$ cat src/hw/rtl/rclcp_pkg.sv
// shared types, codes, command texts and character helpers for the rc link command parser
// no dependencies

package rclcp_pkg;

   localparam int LINE_MAX_DEFAULT = 40;
   localparam int CSR_INDEX_W      = 2;
   localparam int CSR_DATA_W       = 16;
   localparam int REQ_DATA_W       = 48;
   localparam int RSP_DATA_W       = 32;

   localparam logic [7:0]  INIT_SPEED_RESET = 8'd200;
   localparam logic [15:0] TIMEOUT_RESET    = 16'd1500;
   localparam logic [7:0]  SPEED_BASE       = 8'd120;
   localparam logic [7:0]  SPEED_STEP       = 8'd15;
   localparam logic [7:0]  PAIR_NEGATIVE    = 8'd255;

   localparam logic [CSR_INDEX_W-1:0] REG_INITIAL_SPEED = 2'd0;
   localparam logic [CSR_INDEX_W-1:0] REG_TIMEOUT_MS    = 2'd1;

   localparam logic [7:0] CH_LF    = 8'h0A;
   localparam logic [7:0] CH_CR    = 8'h0D;
   localparam logic [7:0] CH_SPACE = 8'h20;
   localparam logic [7:0] CH_COLON = 8'h3A;
   localparam logic [7:0] CH_PLUS  = 8'h2B;
   localparam logic [7:0] CH_MINUS = 8'h2D;
   localparam logic [7:0] CH_O     = 8'h4F;
   localparam logic [7:0] CH_N     = 8'h4E;

   typedef enum logic [2:0] {
      ACT_DRIVE     = 3'd0,
      ACT_STOP      = 3'd1,
      ACT_SET_MODE  = 3'd2,
      ACT_SET_TIME  = 3'd3,
      ACT_ALARM_ON  = 3'd4,
      ACT_ALARM_OFF = 3'd5,
      ACT_UNKNOWN   = 3'd6
   } action_type;

   typedef enum logic [2:0] {
      DIR_FWD         = 3'd0,
      DIR_BACK        = 3'd1,
      DIR_PIVOT_LEFT  = 3'd2,
      DIR_PIVOT_RIGHT = 3'd3,
      DIR_CURVE_LEFT  = 3'd4,
      DIR_CURVE_RIGHT = 3'd5
   } direction_type;

   // line commands; the first five match the mode codes
   typedef enum logic [2:0] {
      CMD_MODE_EVA   = 3'd0,
      CMD_MODE_PET   = 3'd1,
      CMD_MODE_CLOCK = 3'd2,
      CMD_MODE_SLEEP = 3'd3,
      CMD_MODE_RC    = 3'd4,
      CMD_ALARM_OFF  = 3'd5,
      CMD_TIME       = 3'd6,
      CMD_ALARM      = 3'd7
   } cmd_type;

   localparam int NUM_CMD = 8;

   typedef struct packed {
      logic [2:0] action;
      logic [2:0] direction;
      logic [7:0] speed;
      logic [2:0] mode;
      logic [4:0] hour;
      logic [5:0] minute;
   } result_type;

   typedef struct packed {
      logic capture;
      logic exec;
      logic scan;
      logic eval;
      logic push;
   } dp_cmd_type;

   typedef struct packed {
      logic scan_needed;
      logic scan_last;
      logic res_valid;
      logic out_free;
   } dp_status_type;

   function automatic logic is_blank(input logic [7:0] c);
      return c == 8'h20 || c == 8'h09 || c == 8'h0A || c == 8'h0B ||
             c == 8'h0C || c == 8'h0D;
   endfunction

   function automatic logic is_digit(input logic [7:0] c);
      return c >= 8'h30 && c <= 8'h39;
   endfunction

   function automatic logic [7:0] to_upper(input logic [7:0] c);
      return (c >= 8'h61 && c <= 8'h7A) ? c - 8'h20 : c;
   endfunction

   function automatic logic [3:0] cmd_len(input cmd_type k);
      logic [3:0] n;
      case (k)
         CMD_MODE_EVA:   n = 4'd8;
         CMD_MODE_PET:   n = 4'd8;
         CMD_MODE_CLOCK: n = 4'd10;
         CMD_MODE_SLEEP: n = 4'd10;
         CMD_MODE_RC:    n = 4'd7;
         CMD_ALARM_OFF:  n = 4'd9;
         CMD_TIME:       n = 4'd5;
         default:        n = 4'd6;
      endcase
      return n;
   endfunction

   function automatic logic [7:0] cmd_char(input cmd_type k, input logic [3:0] i);
      logic [79:0] txt;
      logic [3:0]  n;
      case (k)
         CMD_MODE_EVA:   txt = 80'("MODE EVA");
         CMD_MODE_PET:   txt = 80'("MODE PET");
         CMD_MODE_CLOCK: txt = 80'("MODE CLOCK");
         CMD_MODE_SLEEP: txt = 80'("MODE SLEEP");
         CMD_MODE_RC:    txt = 80'("MODE RC");
         CMD_ALARM_OFF:  txt = 80'("ALARM OFF");
         CMD_TIME:       txt = 80'("TIME ");
         default:        txt = 80'("ALARM ");
      endcase
      n = cmd_len(k);
      if (i < n) begin
         return txt[8*(n-4'd1-i) +: 8];
      end
      return 8'h00;
   endfunction

   // two-character integer read: blanks, optional sign, digits
   function automatic logic [7:0] pair_value(input logic [7:0] c0, input logic [7:0] c1);
      logic [7:0] v;
      logic       neg;
      logic       after;
      logic       stop;
      logic [7:0] c;
      v     = 8'd0;
      neg   = 1'b0;
      after = 1'b0;
      stop  = 1'b0;
      for (int k = 0; k < 2; k++) begin
         c = (k == 0) ? c0 : c1;
         if (!stop) begin
            if (!after && is_blank(c)) begin
               v = v;
            end else if (!after && (c == CH_PLUS || c == CH_MINUS)) begin
               neg   = (c == CH_MINUS);
               after = 1'b1;
            end else if (is_digit(c)) begin
               v     = v * 8'd10 + {4'd0, c[3:0]};
               after = 1'b1;
            end else begin
               stop = 1'b1;
            end
         end
      end
      if (neg && v != 8'd0) begin
         return PAIR_NEGATIVE;
      end
      return v;
   endfunction

endpackage

$ cat src/hw/rtl/rclcp_ctrl.sv
// sequencing controller: accepts items, steps the datapath via exec, scan, eval and push
// depends on rclcp_pkg

module rclcp_ctrl (
   input  logic                   clock,
   input  logic                   reset,
   input  logic                   req_tvalid,
   output logic                   req_tready,
   input  rclcp_pkg::dp_status_type status,
   output rclcp_pkg::dp_cmd_type    cmd
);

   typedef enum logic [2:0] {
      ST_IDLE,
      ST_EXEC,
      ST_SCAN,
      ST_DRAIN,
      ST_EVAL,
      ST_PUSH
   } state_type;

   state_type state_ff;

   always_ff @(posedge clock) begin
      if (reset) begin
         state_ff <= ST_IDLE;
      end else begin
         unique case (state_ff)
            ST_IDLE: begin
               if (req_tvalid) state_ff <= ST_EXEC;
            end
            ST_EXEC: begin
               state_ff <= status.scan_needed ? ST_SCAN : ST_PUSH;
            end
            ST_SCAN: begin
               if (status.scan_last) state_ff <= ST_DRAIN;
            end
            ST_DRAIN: state_ff <= ST_EVAL;
            ST_EVAL:  state_ff <= ST_PUSH;
            ST_PUSH: begin
               if (!status.res_valid || status.out_free) state_ff <= ST_IDLE;
            end
            default: state_ff <= ST_IDLE;
         endcase
      end
   end

   always_comb begin
      req_tready  = (state_ff == ST_IDLE);
      cmd.capture = (state_ff == ST_IDLE) && req_tvalid;
      cmd.exec    = (state_ff == ST_EXEC);
      cmd.scan    = (state_ff == ST_SCAN);
      cmd.eval    = (state_ff == ST_EVAL);
      cmd.push    = (state_ff == ST_PUSH) && status.res_valid && status.out_free;
   end

endmodule

$ cat src/hw/rtl/rclcp_datapath.sv
// datapath: item registers, line store, drive state, line matcher and result registers
// depends on rclcp_pkg

module rclcp_datapath #(
   parameter int LINE_MAX = rclcp_pkg::LINE_MAX_DEFAULT
) (
   input  logic                                clock,
   input  logic                                reset,
   input  rclcp_pkg::dp_cmd_type               cmd,
   output rclcp_pkg::dp_status_type            status,
   input  logic                                in_func,
   input  logic [7:0]                          in_byte,
   input  logic [31:0]                         in_now,
   input  logic                                in_rc,
   input  logic                                in_moving,
   input  logic                                cfg_we,
   input  logic [rclcp_pkg::CSR_INDEX_W-1:0]   cfg_index,
   input  logic [rclcp_pkg::CSR_DATA_W-1:0]    cfg_data,
   input  logic                                out_ready,
   output logic                                out_valid,
   output rclcp_pkg::result_type               out_result
);

   localparam int AW = $clog2(LINE_MAX);
   localparam int LW = $clog2(LINE_MAX + 1);
   localparam int TAIL_POS = 12;
   localparam int CAP_POS  = 5;
   localparam int CAP_N    = 7;
   localparam int NUM_MATCH = rclcp_pkg::NUM_CMD;

   typedef enum logic [1:0] {
      TAIL_SKIP,
      TAIL_O,
      TAIL_ON,
      TAIL_FAIL
   } tail_type;

   logic        func_ff, rc_ff, moving_ff;
   logic [7:0]  byte_ff;
   logic [31:0] now_ff;

   logic [7:0]    mem [LINE_MAX];
   logic          mem_we;
   logic [LW-1:0] len_ff, len_in;
   logic          seen_ff, seen_in;
   logic [AW-1:0] first_ff, first_in;
   logic [LW-1:0] end_ff, end_in;

   logic [15:0] timeout_ff;
   logic [7:0]  speed_ff, speed_in;
   logic [31:0] last_ff, last_in;

   logic [AW-1:0] addr_ff, addr_in;
   logic [AW-1:0] stop_ff, stop_in;
   logic [LW-1:0] n_ff, n_in;
   logic [LW-1:0] pos_ff, pos_in;
   logic [7:0]    q_ff;
   logic          qv_ff;
   logic [NUM_MATCH-1:0] match_ff, match_in;
   logic [7:0]    cap_ff [CAP_N];
   tail_type      tail_ff, tail_in;

   rclcp_pkg::result_type res_ff, res_in;
   logic                  res_valid_ff, res_valid_in;
   rclcp_pkg::result_type out_ff;
   logic                  out_valid_ff;

   logic       is_eol, is_drive, line_live;
   logic [7:0] u;
   logic [LW-1:0] trim_n;
   rclcp_pkg::result_type eval_res;
   logic                  eval_valid;
   logic [7:0] t_h, t_m, a_h, a_m;
   logic       a_nospace;

   always_comb begin
      is_eol    = (byte_ff == rclcp_pkg::CH_LF) || (byte_ff == rclcp_pkg::CH_CR);
      is_drive  = rclcp_pkg::is_digit(byte_ff) || byte_ff == "F" || byte_ff == "B" ||
                  byte_ff == "L" || byte_ff == "R" || byte_ff == "G" || byte_ff == "I" ||
                  byte_ff == "H" || byte_ff == "J" || byte_ff == "S";
      line_live = (len_ff != '0) && seen_ff;
      trim_n    = end_ff - LW'(first_ff);
   end

   // item execution
   always_comb begin
      len_in       = len_ff;
      seen_in      = seen_ff;
      first_in     = first_ff;
      end_in       = end_ff;
      speed_in     = speed_ff;
      last_in      = last_ff;
      addr_in      = addr_ff;
      stop_in      = stop_ff;
      n_in         = n_ff;
      res_in       = res_ff;
      res_valid_in = res_valid_ff;
      mem_we       = 1'b0;
      if (cmd.exec) begin
         res_in       = '0;
         res_valid_in = 1'b0;
         if (func_ff) begin
            res_in.action = rclcp_pkg::ACT_STOP;
            res_valid_in  = rc_ff && moving_ff && ((now_ff - last_ff) > {16'd0, timeout_ff});
         end else if (is_eol) begin
            len_in  = '0;
            seen_in = 1'b0;
            addr_in = first_ff;
            stop_in = AW'(end_ff - LW'(1));
            n_in    = trim_n;
         end else if (len_ff == '0 && is_drive) begin
            if (rc_ff) begin
               last_in = now_ff;
               if (byte_ff == "S") begin
                  res_in.action = rclcp_pkg::ACT_STOP;
                  res_valid_in  = 1'b1;
               end else if (rclcp_pkg::is_digit(byte_ff)) begin
                  speed_in = rclcp_pkg::SPEED_BASE +
                             {4'd0, byte_ff[3:0]} * rclcp_pkg::SPEED_STEP;
               end else begin
                  res_in.action = rclcp_pkg::ACT_DRIVE;
                  res_in.speed  = speed_ff;
                  res_valid_in  = 1'b1;
                  case (byte_ff)
                     "F":      res_in.direction = rclcp_pkg::DIR_FWD;
                     "B":      res_in.direction = rclcp_pkg::DIR_BACK;
                     "L", "H": res_in.direction = rclcp_pkg::DIR_PIVOT_LEFT;
                     "R", "J": res_in.direction = rclcp_pkg::DIR_PIVOT_RIGHT;
                     "G":      res_in.direction = rclcp_pkg::DIR_CURVE_LEFT;
                     default:  res_in.direction = rclcp_pkg::DIR_CURVE_RIGHT;
                  endcase
               end
            end
         end else if (len_ff == LW'(LINE_MAX)) begin
            len_in  = '0;
            seen_in = 1'b0;
         end else begin
            mem_we = 1'b1;
            len_in = len_ff + LW'(1);
            if (!rclcp_pkg::is_blank(byte_ff)) begin
               if (!seen_ff) first_in = len_ff[AW-1:0];
               seen_in = 1'b1;
               end_in  = len_ff + LW'(1);
            end
         end
      end else if (cmd.scan) begin
         addr_in = addr_ff + AW'(1);
      end else if (cmd.eval) begin
         res_in       = eval_res;
         res_valid_in = eval_valid;
      end else if (cmd.push) begin
         res_valid_in = 1'b0;
      end
      if (cfg_we && cfg_index == rclcp_pkg::REG_INITIAL_SPEED) begin
         speed_in = cfg_data[7:0];
      end
   end

   // per-character matcher on the trimmed line
   always_comb begin
      u        = rclcp_pkg::to_upper(q_ff);
      match_in = match_ff;
      tail_in  = tail_ff;
      pos_in   = pos_ff;
      if (cmd.exec) begin
         match_in = '1;
         tail_in  = TAIL_SKIP;
         pos_in   = '0;
      end else if (qv_ff) begin
         pos_in = pos_ff + LW'(1);
         for (int k = 0; k < NUM_MATCH; k++) begin
            if (pos_ff < LW'(rclcp_pkg::cmd_len(rclcp_pkg::cmd_type'(k)))) begin
               match_in[k] = match_ff[k] &&
                  (u == rclcp_pkg::cmd_char(rclcp_pkg::cmd_type'(k), pos_ff[3:0]));
            end else if (k < int'(rclcp_pkg::CMD_TIME)) begin
               match_in[k] = 1'b0;
            end
         end
         if (pos_ff >= LW'(TAIL_POS)) begin
            case (tail_ff)
               TAIL_SKIP: begin
                  if (u == rclcp_pkg::CH_O) tail_in = TAIL_O;
                  else if (!rclcp_pkg::is_blank(u)) tail_in = TAIL_FAIL;
               end
               TAIL_O:  tail_in = (u == rclcp_pkg::CH_N) ? TAIL_ON : TAIL_FAIL;
               default: tail_in = TAIL_FAIL;
            endcase
         end
      end
   end

   // line verdict
   always_comb begin
      t_h = rclcp_pkg::pair_value(cap_ff[0], cap_ff[1]);
      t_m = rclcp_pkg::pair_value(cap_ff[3], cap_ff[4]);
      a_h = rclcp_pkg::pair_value(cap_ff[1], cap_ff[2]);
      a_m = rclcp_pkg::pair_value(cap_ff[4], cap_ff[5]);
      a_nospace = 1'b1;
      for (int k = 1; k < 6; k++) begin
         if (cap_ff[k] == rclcp_pkg::CH_SPACE) a_nospace = 1'b0;
      end
      eval_res   = '0;
      eval_valid = 1'b0;
      if (match_ff[rclcp_pkg::CMD_MODE_EVA] &&
          n_ff == LW'(rclcp_pkg::cmd_len(rclcp_pkg::CMD_MODE_EVA))) begin
         eval_res.action = rclcp_pkg::ACT_SET_MODE;
         eval_res.mode   = rclcp_pkg::CMD_MODE_EVA;
         eval_valid      = 1'b1;
      end else if (match_ff[rclcp_pkg::CMD_MODE_PET] &&
                   n_ff == LW'(rclcp_pkg::cmd_len(rclcp_pkg::CMD_MODE_PET))) begin
         eval_res.action = rclcp_pkg::ACT_SET_MODE;
         eval_res.mode   = rclcp_pkg::CMD_MODE_PET;
         eval_valid      = 1'b1;
      end else if (match_ff[rclcp_pkg::CMD_MODE_CLOCK] &&
                   n_ff == LW'(rclcp_pkg::cmd_len(rclcp_pkg::CMD_MODE_CLOCK))) begin
         eval_res.action = rclcp_pkg::ACT_SET_MODE;
         eval_res.mode   = rclcp_pkg::CMD_MODE_CLOCK;
         eval_valid      = 1'b1;
      end else if (match_ff[rclcp_pkg::CMD_MODE_SLEEP] &&
                   n_ff == LW'(rclcp_pkg::cmd_len(rclcp_pkg::CMD_MODE_SLEEP))) begin
         eval_res.action = rclcp_pkg::ACT_SET_MODE;
         eval_res.mode   = rclcp_pkg::CMD_MODE_SLEEP;
         eval_valid      = 1'b1;
      end else if (match_ff[rclcp_pkg::CMD_MODE_RC] &&
                   n_ff == LW'(rclcp_pkg::cmd_len(rclcp_pkg::CMD_MODE_RC))) begin
         eval_res.action = rclcp_pkg::ACT_SET_MODE;
         eval_res.mode   = rclcp_pkg::CMD_MODE_RC;
         eval_valid      = 1'b1;
      end else if (match_ff[rclcp_pkg::CMD_TIME] &&
                   n_ff >= LW'(rclcp_pkg::cmd_len(rclcp_pkg::CMD_TIME))) begin
         eval_res.action = rclcp_pkg::ACT_SET_TIME;
         eval_res.hour   = t_h[4:0];
         eval_res.minute = t_m[5:0];
         eval_valid      = (n_ff == LW'(10)) && (cap_ff[2] == rclcp_pkg::CH_COLON) &&
                           (t_h <= 8'd23) && (t_m <= 8'd59);
      end else if (match_ff[rclcp_pkg::CMD_ALARM_OFF] &&
                   n_ff == LW'(rclcp_pkg::cmd_len(rclcp_pkg::CMD_ALARM_OFF))) begin
         eval_res.action = rclcp_pkg::ACT_ALARM_OFF;
         eval_valid      = 1'b1;
      end else if (match_ff[rclcp_pkg::CMD_ALARM] &&
                   n_ff >= LW'(rclcp_pkg::cmd_len(rclcp_pkg::CMD_ALARM))) begin
         eval_res.action = rclcp_pkg::ACT_ALARM_ON;
         eval_res.hour   = a_h[4:0];
         eval_res.minute = a_m[5:0];
         eval_valid      = (tail_ff == TAIL_ON) && a_nospace &&
                           (cap_ff[6] == rclcp_pkg::CH_SPACE) &&
                           (cap_ff[3] == rclcp_pkg::CH_COLON) &&
                           (a_h <= 8'd23) && (a_m <= 8'd59);
      end else begin
         eval_res.action = rclcp_pkg::ACT_UNKNOWN;
         eval_valid      = 1'b1;
      end
   end

   always_ff @(posedge clock) begin
      if (mem_we) mem[len_ff[AW-1:0]] <= byte_ff;
      if (cmd.scan) q_ff <= mem[addr_ff];
   end

   always_ff @(posedge clock) begin
      if (cmd.capture) begin
         func_ff   <= in_func;
         byte_ff   <= in_byte;
         now_ff    <= in_now;
         rc_ff     <= in_rc;
         moving_ff <= in_moving;
      end
      first_ff <= first_in;
      end_ff   <= end_in;
      addr_ff  <= addr_in;
      stop_ff  <= stop_in;
      n_ff     <= n_in;
      pos_ff   <= pos_in;
      match_ff <= match_in;
      tail_ff  <= tail_in;
      res_ff   <= res_in;
      if (qv_ff) begin
         for (int k = 0; k < CAP_N; k++) begin
            if (pos_ff == LW'(CAP_POS + k)) cap_ff[k] <= u;
         end
      end
      if (cmd.push) out_ff <= res_ff;
   end

   always_ff @(posedge clock) begin
      if (reset) begin
         len_ff        <= '0;
         seen_ff       <= 1'b0;
         timeout_ff    <= rclcp_pkg::TIMEOUT_RESET;
         speed_ff      <= rclcp_pkg::INIT_SPEED_RESET;
         last_ff       <= '0;
         qv_ff         <= 1'b0;
         res_valid_ff  <= 1'b0;
         out_valid_ff  <= 1'b0;
      end else begin
         len_ff       <= len_in;
         seen_ff      <= seen_in;
         speed_ff     <= speed_in;
         last_ff      <= last_in;
         qv_ff        <= cmd.scan;
         res_valid_ff <= res_valid_in;
         if (cfg_we && cfg_index == rclcp_pkg::REG_TIMEOUT_MS) begin
            timeout_ff <= cfg_data;
         end
         if (cmd.push) out_valid_ff <= 1'b1;
         else if (out_ready) out_valid_ff <= 1'b0;
      end
   end

   always_comb begin
      status.scan_needed = !func_ff && is_eol && line_live;
      status.scan_last   = (addr_ff == stop_ff);
      status.res_valid   = res_valid_ff;
      status.out_free    = !out_valid_ff || out_ready;
      out_valid          = out_valid_ff;
      out_result         = out_ff;
   end

endmodule

$ cat src/hw/rtl/rc_link_command_parser.sv
// top level of the rc link command parser: stream ports, register port, controller and datapath
// depends on rclcp_pkg, rclcp_ctrl and rclcp_datapath
//
// A byte or tick item is taken in, executed and its result (if any) staged, after which the
// input side is ready again. A CR or LF closing a line that holds non-blank text starts a read
// of the trimmed text out of the single-port line store, one character per cycle, before the
// result is evaluated and staged. The result register lets a finished result wait for the sink
// while the next item is taken. Register writes are accepted in every cycle.

module rc_link_command_parser #(
   parameter int LINE_MAX = rclcp_pkg::LINE_MAX_DEFAULT
) (
   input  logic                                clock,
   input  logic                                reset,
   input  logic                                req_tvalid,
   output logic                                req_tready,
   // byte_value[7:0], now_ms[39:8], rc_active[40], is_moving[41], zero fill
   input  logic [rclcp_pkg::REQ_DATA_W-1:0]    req_tdata,
   // func[0]
   input  logic [0:0]                          req_tuser,
   output logic                                rsp_tvalid,
   input  logic                                rsp_tready,
   // direction[2:0], speed[10:3], mode[13:11], hour[18:14], minute[24:19], zero fill
   output logic [rclcp_pkg::RSP_DATA_W-1:0]    rsp_tdata,
   // action[2:0]
   output logic [2:0]                          rsp_tuser,
   input  logic                                csr_valid,
   output logic                                csr_ready,
   input  logic [rclcp_pkg::CSR_INDEX_W-1:0]   csr_index,
   input  logic [rclcp_pkg::CSR_DATA_W-1:0]    csr_data
);

   rclcp_pkg::dp_cmd_type    cmd;
   rclcp_pkg::dp_status_type status;
   rclcp_pkg::result_type    result;

   assign csr_ready = 1'b1;

   rclcp_ctrl u_ctrl (
      .clock      (clock),
      .reset      (reset),
      .req_tvalid (req_tvalid),
      .req_tready (req_tready),
      .status     (status),
      .cmd        (cmd)
   );

   rclcp_datapath #(
      .LINE_MAX (LINE_MAX)
   ) u_datapath (
      .clock      (clock),
      .reset      (reset),
      .cmd        (cmd),
      .status     (status),
      .in_func    (req_tuser[0]),
      .in_byte    (req_tdata[7:0]),
      .in_now     (req_tdata[39:8]),
      .in_rc      (req_tdata[40]),
      .in_moving  (req_tdata[41]),
      .cfg_we     (csr_valid && csr_ready),
      .cfg_index  (csr_index),
      .cfg_data   (csr_data),
      .out_ready  (rsp_tready),
      .out_valid  (rsp_tvalid),
      .out_result (result)
   );

   assign rsp_tuser = result.action;
   assign rsp_tdata = {7'd0, result.minute, result.hour, result.mode, result.speed,
                       result.direction};

endmodule

$ cat config.mk
export PLATFORM = sky130hd
export DESIGN_NAME = rc_link_command_parser
export DESIGN_NICKNAME = d
export VERILOG_FILES = /design/src/hw/rtl/rclcp_pkg.sv /design/src/hw/rtl/rclcp_ctrl.sv /design/src/hw/rtl/rclcp_datapath.sv /design/src/hw/rtl/rc_link_command_parser.sv
export SDC_FILE = /design/constraint.sdc
export NUM_CORES = 1
export LEC_CHECK = 0
export ABC_AREA = 1
export BUFFER_PORTS_ARGS = -buffer_cell sky130_fd_sc_hd__buf_2
export CORE_MARGIN = 10
export CORE_UTILIZATION = 67
export CTS_CLUSTER_SIZE = 14
export DETAILED_ROUTE_END_ITERATION = 12
export PLACE_DENSITY_LB_ADDON = 0.08
export SYNTH_ARGS = -nofsm -noshare
export SYNTH_HDL_FRONTEND = slang
export SYNTH_HIERARCHICAL = 1
export SYNTH_SLANG_ARGS = --single-unit
$ cat constraint.sdc
create_clock -name clock -period 7.1 [get_ports clock]
set_input_delay 1.065 -clock clock [delete_from_list [all_inputs] [get_ports clock]]
set_output_delay 1.065 -clock clock [all_outputs]
set_load 0.1 [all_outputs]
After elaboration in Yosys (flattened, before gate mapping)
Memory sizes are Yosys's and may differ from the RTL's. A register that Yosys moved wholly into a read port is not among the register bits.
Cells that the tools add are included.

word-level totals
  bits in registers = 214
  bits in writable memories = 376
  bits of input ports = 72
  logic and storage cells = 734
  memories kept = 2
  output and inout port bits = 38

cells by class
  shift operators = 8
  muxes and demuxes = 341
  reductions and logical operators = 160
  equality and inequality tests = 115
  $lt $le $gt $ge = 36
  $add $sub $neg = 24
  multipliers = 5
  bitwise gates (word level) = 7

memories
  memory             depth  width  read ports  clocked after memory_dff  write ports  RTL line              source
  u_datapath.mem     40     8      1           1                         1            rclcp_datapath.sv:42  logic [7:0] mem [LINE_MAX];
  u_datapath.cap_ff  7      8      7           0                         1            rclcp_datapath.sv:60  logic [7:0] cap_ff [CAP_N];

operators with widths
  kind                                                 count
  2-to-1 mux 80 bit                                    24
  2-to-1 mux 8 bit                                     87
  indexed part select 80 x 33 -> 8 bit                 8
  == test 8 x 4 -> 1 bit, second input constant        40
  == test 8 x 6 -> 1 bit, second input constant        23
  subtractor 29 x 4 -> 29 bit                          5
  2-to-1 mux 1 bit                                     143
  2-to-1 mux 4 bit                                     34
  2-to-1 mux 11 bit                                    11
  == test 8 x 7 -> 1 bit, second input constant        11
  2-to-1 mux 28 bit                                    3
  <= comparator 8 x 6 -> 1 bit, second input constant  9
  2-to-1 mux 3 bit                                     23
  == test 8 bit                                        8
  logical OR 1 bit                                     58
  >= comparator 8 x 6 -> 1 bit, second input constant  7
  logical AND 1 bit                                    55
  OR reduction 8 bit                                   6
  == test 6 x 4 -> 1 bit, second input constant        7
  2-to-1 mux 14 bit                                    3
  2-to-1 mux 6 bit                                     7
  < comparator 6 x 4 -> 1 bit                          6
  adder 8 x 4 -> 8 bit                                 4
  > comparator 32 x 16 -> 1 bit                        1
  48 further kinds                                     113

Logic depth before layout (Yosys ltp)
Gate-level depths: netlist of run 1.
An unclocked memory read counts as a cell.

  depth after elaboration = 32
  gate-level depth with buffers = 29

By module
Netlist of run 1, hierarchy kept.

modules (own cells, without submodules)
  module                  cells each  instances  area an instance (µm²)
  rclcp_datapath          3140        1          30327.8
  rclcp_ctrl              36          1          224.0
  rc_link_command_parser  10          1          67.6

Least setup slack after synthesis of run 1
Ideal clock, no wire load.

  path type = input port to flip-flop
  from = input port req_tvalid
  to = register u_datapath.byte_ff[0] (enable)
  setup slack = 2548 ps
  arrival = 4056 ps
  path buffers = 0
  stages = 2
  path through = inv_1 nor3_1

RTL lines
  what                    RTL line                      source
  start: declaration      rc_link_command_parser.sv:15  input logic req_tvalid,
  end signal: assignment  rclcp_datapath.sv:263         byte_ff <= in_byte;
  end: declaration        rclcp_datapath.sv:39          logic [7:0] byte_ff;

==> results of run 1 <==
[power by group]
part           internal (mW)  switching, mW  total, mW
registers               3.90         0.0378       3.94
clock network           1.65           1.29       2.94
logic                  0.199          0.478      0.677
total                   5.74           1.81       7.55
[path summary, 6_finish.rpt]
kind / end / cells after the start
setup / recovery: u_datapath/res_valid_ff / 28
hold / removal: u_datapath/out_result[18] / 0
setup reg to reg: u_datapath/res_valid_ff / 28
hold reg to reg: u_datapath/out_result[18] / 0
[per-layer routing]
layer,vias to the layer above,track usage [%],routed length [µm]
met5,-,0,0
met4,0,11.9,2800
met3,207,3.63,5810
met2,1041,46.4,37400
met1,11067,34.7,29500
li1,11185,-,-
[per-stage QoR]
stage	setup WS [ns]	instance area [µm²]	cells	util [%]	power [mW]
2_1_floorplan	2.55	30600	3194	-	4.47
3_3_place_gp	3.18	31600	3808	69.8	4.65
3_5_place_dp	3.12	31600	3808	69.8	4.67
4_1_cts	3.07	33400	3913	73.8	7.58
5_1_grt	2.76	33400	3913	73.8	7.80
6_report	3.06	33400	3913	73.8	7.55
[state kept, by name, summed over array words and instances (netlist names), 8 cells and up]
| name | cells |
|---|---|
| u_datapath/q_ff | 8 |
| u_datapath/mem | 320 |
| u_datapath/cap_ff | 56 |
| u_datapath/now_ff | 32 |
| u_datapath/out_result | 28 |
| u_datapath/match_ff | 8 |
| u_datapath/res_ff | 28 |
| u_datapath/timeout_ff | 16 |
| u_datapath/byte_ff | 8 |
| u_datapath/speed_ff | 8 |
| u_datapath/last_ff | 32 |
[cell families (layout without fill, tap and decap cells)]
group | Yosys count | after routing | share of synthesized area [%]
xor+xnor | 70 | 70 | 2.00
fa+ha+maj | 131 | 131 | 5.70
compound gates | 560 | 560 | 11.0
flops | 598 | 598 | 55.4
buf+inv | 485 | 604 | 6.21
mux | 37 | 37 | 1.21
other cells | 4 | 12 | 0.0490
simple gates | 1301 | 1301 | 18.4
[critical path, delay by kind of cell, from the launching register on]
family | cells | cell delay (ns)
adders and majority gates | 3 | 0.94
buffers and inverters | 3 | 0.17
DFF | 1 | 0.47
and+or+nand+nor | 22 | 2.40
[cell usage after synthesis, types with 29 or more instances]
library cell  number
o21ai_0          218
dfxtp_1           99
edfxtp_1         499
nor2_1           455
o211ai_1          29
nand4_1           46
nand3_1          174
nand2_1          501
mux2i_1           37
o221ai_1          38
o32ai_1           43
ha_1             117
clkbuf_1          70
a21oi_1          155
nor3_1            35
inv_1            350
xor2_1            51
[cell usage in the layout, fill, tap and decap left out, types with 33 or more instances in the layout]
cell type	n
nand2_1	501
edfxtp_1	499
nor2_1	455
inv_1	350
o21ai_0	217
nand3_1	174
a21oi_1	155
ha_1	117
dfxtp_1	99
buf_2	95
clkbuf_16	57
xor2_1	51
nand4_1	46
o32ai_1	43
o221ai_1	38
mux2i_1	37
nor3_1	33
[layout make-up]
type | instances | area (µm²) | area share, %
tap | 600 | 751 | 2.25
inverter | 378 | 1430 | 4.26
clock inverter | 33 | 305 | 0.913
clock buffer | 72 | 1500 | 4.50
sequential | 598 | 17000 | 50.8
timing repair buffer | 121 | 683 | 2.04
multi-input combinational | 2111 | 11800 | 35.3
==> qor.csv, run 1 <==
stage;metric;value;unit
global_route;grt.overflow.total;0;
sta;tns;0;ns
detailed_routing;drc;0;
synthesis;synthArstFlopShare;0;%
sta;rsz0062_at_grt;false;
floorplan;pin_count;110;
sta;drv_slew;0;
global_route;grt_pass1_vias;22618;
critical_path;r2r_start;u_datapath/cap_ff[0][1];
detailed_routing;wire_per_inst;19.3;µm
clock_tree;ctsHtreeMaxLevel;2;
power;powerDensity;226;nW/µm²
detailed_routing;via_per_inst;6.01;
synthesis;seq_area_frac_synth;55.4;%
critical_path;crit_path_end_kind;flip-flop;
clock_tree;ctsLongestPathBuffers;3;
synthesis;ys_warn_count;6;
clock_tree;post-cts-setup-buffers;0;
clock_tree;numCtsBuffers;57;
placed_design;dp_hpwl;50.8;mm
critical_path;cp-start-kind;flip-flop;
power;p_leak;13.4;nW
critical_path;crit_type;flip-flop to flip-flop;
run;max_cap_violations;0;
floorplan;die_h;234;µm
clock_tree;cts_sinks;598;
critical_path;cp_data_arrival_time;4.60;ns
global_route;grt_usage;27.3;%
synthesis;syn_area;30600;µm²
global_route;grt_pass1_wl;118;mm
floorplan;fp.coreArea;45300;µm²
global_route;grt_max_degree;166;
synthesis;synth.distinct_cells;64;
synthesis;synth-edff-count;499;
critical_path;crit_slowest_cell;edfxtp_1;
placed_design;gp_congestion;0.963;
detailed_routing;drtPass1Iterations;6;
clock_tree;insertion_delay;0.63;ns
worst_hold_path;hold_class;flip-flop to flip-flop;
sta;setup_viol;0;
global_route;antenna_found_initial;0;
cells_and_area;num_antenna_cells;0;
floorplan;num_rows;78;
synthesis;syn_avg_cell_area;9.61;µm²
detailed_routing;initialDrtViolationCount;2427;
synthesis;synth_cells;3186;
critical_path;crit_required;7.67;ns
detailed_routing;via_count;23500;
cells_and_area;drive_gt1_share;8.48;%
clock_tree;path_clk_slew;0.06;ns
sta;finalHoldViolations;0;
floorplan;die_area;54700;µm²
critical_path;crit_fanout;5;
sta;fin_crit_sh;56.8;%
cells_and_area;areaGrowthSynthToFinish;9.16;%
critical_path;rrSetupSlack;3.06;ns
clock_tree;postCtsHoldBufs;0;
clock_tree;postCtsResizedCells;0;
floorplan;initial_core_util;67.6;%
synthesis;ys.flop_type;edfxtp_1;
sta;timing.fmax;248;MHz
power;peakVddDrop;0.267;mV
clock_tree;cts_tree;done;
detailed_routing;wl;75.5;mm
cells_and_area;fillerInstances;3213;
sta;tightest_slew;1.16;ns
critical_path;critPathMaxStageDelay;0.47;ns
sta;relSlewSlack;22.4;%
synthesis;synth_seq_cells;598;
sta;holdWs;0.427;ns
synthesis;synth.top_cell.area_share;48.9;%
floorplan;chipWidth;234;µm
critical_path;cpMostUsedCell;nand2_1;
clock_tree;cts_root_buffer;clkbuf_16;
critical_path;cp-startpoint;u_datapath/cap_ff[0][1];
sta;min_period;4.04;ns
placed_design;io_buffers;95;
detailed_routing;drtAntennaViolNets;0;
worst_hold_path;min-delay-start;u_datapath/res_ff[18];
cells_and_area;final_nets;3470;
run_status;status;complete, no violations;
sta;fin_skew;0.0310;ns
synthesis;yosysTopAreaCell;edfxtp_1;
synthesis;synth.area.top_cells;edfxtp_1 49%, dfxtp_1 6.5%, nand2_1 6.1%;
No activity file was read; power rests on OpenSTA's default activity.
==> inputs of run 2 (changes only) <==
--- a/config.mk
+++ b/config.mk
@@ -8,7 +8,7 @@
 export ABC_AREA = 1
 export BUFFER_PORTS_ARGS = -buffer_cell sky130_fd_sc_hd__buf_2
 export CORE_MARGIN = 10
-export CORE_UTILIZATION = 67
+export CORE_UTILIZATION = 63
 export CTS_CLUSTER_SIZE = 14
 export DETAILED_ROUTE_END_ITERATION = 12
 export PLACE_DENSITY_LB_ADDON = 0.08
==> constraint.sdc (replaced) <==
create_clock -name clock -period 3.8 [get_ports clock]
set_input_delay 0.57 -clock clock [delete_from_list [all_inputs] [get_ports clock]]
set_output_delay 0.57 -clock clock [all_outputs]
set_load 0.1 [all_outputs]
==> qor.csv, run 2 (synthesis gave the netlist of run 1 again) <==
stage;metric;value;unit;change
placed_design;io_buffers;95;;unchanged
global_route;grt_usage;26.8;%;was 27.3%
clock_tree;cts_sinks;598;;unchanged
cells_and_area;register_area;17000;µm²;unchanged
sta;setup_viol;0;;unchanged
sta;min_period;3.59;ns;was 4.04 ns
global_route;grt_max_degree;96;;was 166
cells_and_area;most-common-layout-cells;499 x nand2_1, 499 x edfxtp_1, 445 x nor2_1, 349 x inv_1, 218 x o21ai_0;;was 501 x nand2_1, 499 x edfxtp_1, 455 x nor2_1, 350 x inv_1, 217 x o21ai_0
placed_design;pre_cts_ws;0.170;ns;was 3.12 ns
detailed_routing;via_count;23745;;was 23500
critical_path;cp_data_arrival_time;4.11;ns;was 4.60 ns
critical_path;ff2ff_path_depth;25;;was 28
floorplan;initial_core_util;63.9;%;was 67.6%
critical_path;rrSetupSlack;0.21;ns;was 3.06 ns
cells_and_area;fillerInstances;3528;;was 3213
floorplan;die_h;240;µm;was 234 µm
worst_hold_path;min-delay-start;req_tdata[11];;was u_datapath/res_ff[18]
clock_tree;insertion_delay;0.65;ns;was 0.63 ns
cells_and_area;areaGrowthSynthToFinish;12.0;%;was 9.16%
detailed_routing;drtPass1Iterations;5;;was 6
floorplan;chipWidth;240;µm;was 234 µm
cells_and_area;drive_gt1_share;11.8;%;was 8.48%
worst_hold_path;hold_class;input port to flip-flop;;was flip-flop to flip-flop
cells_and_area;multi_input_area;11900;µm²;was 11800 µm²
floorplan;num_rows;80;;was 78
detailed_routing;via_per_inst;5.92;;was 6.01
detailed_routing;wl;77.8;mm;was 75.5 mm
floorplan;die_area;57800;µm²;was 54700 µm²
clock_tree;postCtsHoldBufs;0;;unchanged
power;p_leak;13.9;nW;was 13.4 nW
clock_tree;path_clk_slew;0.06;ns;about the same
power;peakVddDrop;0.447;mV;was 0.267 mV
power;powerDensity;421;nW/µm²;was 226 nW/µm²
detailed_routing;initialDrtViolationCount;2093;;was 2427
sta;relSlewSlack;33.1;%;was 22.4%
sta;holdWs;0.0992;ns;was 0.427 ns
cells_and_area;final_nets;3551;;was 3470
cells_and_area;largest_register_ffs;320;;unchanged
run;max_cap_violations;0;;unchanged
global_route;grt_pass1_wl;122;mm;was 118 mm
clock_tree;numCtsBuffers;60;;was 57
critical_path;crit_path_end_kind;flip-flop;;unchanged
placed_design;gp_congestion;0.925;;was 0.963
sta;drv_slew;0;;unchanged
sta;tightest_slew;1.00;ns;was 1.16 ns
worst_hold_path;worst_hold_path.endpoint;u_datapath/now_ff[3];;was u_datapath/out_result[18]
critical_path;crit_type;flip-flop to flip-flop;;unchanged
clock_tree;cts_root_buffer;clkbuf_16;;unchanged
sta;fin_crit_sh;94.3;%;was 56.8%
placed_design;dp_hpwl;54.7;mm;was 50.8 mm
clock_tree;cts_tree;done;;unchanged
cells_and_area;num_antenna_cells;0;;unchanged
sta;timing.final.ws_setup;0.215;ns;was 3.06 ns
global_route;grt_pass1_vias;23169;;was 22618
sta;tns;0;ns;unchanged
floorplan;pin_count;110;;unchanged
critical_path;cp-start-kind;flip-flop;;unchanged
power;finalPower;14.4;mW;was 7.55 mW
clock_tree;ctsLongestPathBuffers;3;;unchanged
sta;timing.fmax;279;MHz;was 248 MHz
detailed_routing;wire_per_inst;19.4;µm;was 19.3 µm
clock_tree;ctsHtreeMaxLevel;2;;unchanged
critical_path;r2r_start;u_datapath/cap_ff[3][2];;was u_datapath/cap_ff[0][1]
cells_and_area;design_area;34300;µm²;was 33400 µm²
sta;finalHoldViolations;0;;unchanged
critical_path;r2r-end;u_datapath/res_valid_ff;;unchanged
global_route;grt.overflow.total;0;;unchanged
floorplan;fp.coreArea;47900;µm²;was 45300 µm²
global_route;antenna_found_initial;0;;unchanged
detailed_routing;drc;0;;unchanged
critical_path;crit_fanout;5;;unchanged
placed_design;placed_area;32200;µm²;was 31600 µm²
detailed_routing;drtAntennaViolNets;0;;unchanged
critical_path;crit_required;4.33;ns;was 7.67 ns
worst_hold_path;min_delay_path_depth;1;;was 0
run_status;status;complete, no violations;;unchanged
sta;fin_skew;0.0441;ns;was 0.0310 ns
==> run 2: metrics by stage <==
step / utilization, % / std cells
after floorplan: - / 3194
after global placement: 67.1 / 3895
after detailed placement: 67.1 / 3895
after CTS: 71.2 / 4007
after global routing: 71.6 / 4013
final: 71.6 / 4013
==> run 2: cell type report <==
type	instances	area share, %
Sequential cell	598	49.5
Multi-Input combinational cell	2111	34.7
Clock buffer	75	4.63
Inverter	378	4.16
Timing Repair Buffer	199	3.73
Tap cell	615	2.24
Clock inverter	37	1.08
==> run 2: repair_timing <==
action | 4_1_cts | 5_1_grt
resized for setup | 0 | 30
setup endpoints to repair | 0 | 5
buffers inserted | 0 | 6
==> run 2: worst max-delay path by stage <==
stage | from | to | slack (ns) | cells after the start
CTS | u_datapath/now_ff[9] | u_datapath/res_valid_ff | 0.1 | 23
global route | u_datapath/cap_ff[3][2] | u_datapath/res_valid_ff | -0.01 | 27
finish | u_datapath/cap_ff[3][2] | u_datapath/res_valid_ff | 0.21 | 25
detailed placement | u_datapath/now_ff[8] | u_datapath/res_valid_ff | 0.17 | 23
floorplan | u_datapath/out_valid | u_datapath/res_valid_ff | 0.05 | 10
global placement | u_datapath/now_ff[9] | u_datapath/res_valid_ff | 0.14 | 23
==> run 2: power by group <==
| part | total (mW) | switching (mW) | internal (mW) |
|---|---|---|---|
| logic | 1.29 | 0.901 | 0.392 |
| clock network | 5.79 | 2.52 | 3.27 |
| registers | 7.37 | 0.0851 | 7.28 |
| total | 14.4 | 3.50 | 10.9 |
==> run 2: per-layer routing <==
metal,vias to the layer above,GRT usage (%),routed length [µm]
met5,-,0,0
met4,0,10.2,2630
met3,191,4.36,5750
met2,938,44.8,38000
met1,11293,34.6,31400
li1,11323,-,-
==> run 2: critical path, cell delays in order, from the launching register on <==
cell and delay [ns]:
edfxtp_1 0.47, inv_2 0.10, nand2_1 0.06, nor2_1 0.14
nand2_2 0.08, nand2_4 0.09, nand2_4 0.08, nor2_4 0.13
ha_1 0.24, ha_1 0.22, fa_1 0.52, inv_1 0.06
nand3_1 0.07, nand2_1 0.08, nor2_1 0.16, nand2_1 0.09
nor3_1 0.28, nor2_1 0.11, nand3_2 0.07, nand2_1 0.05
nand2_1 0.08, nand2_1 0.06, nand2_1 0.08, nand3_1 0.07
nand2_1 0.06, inv_1 0.03
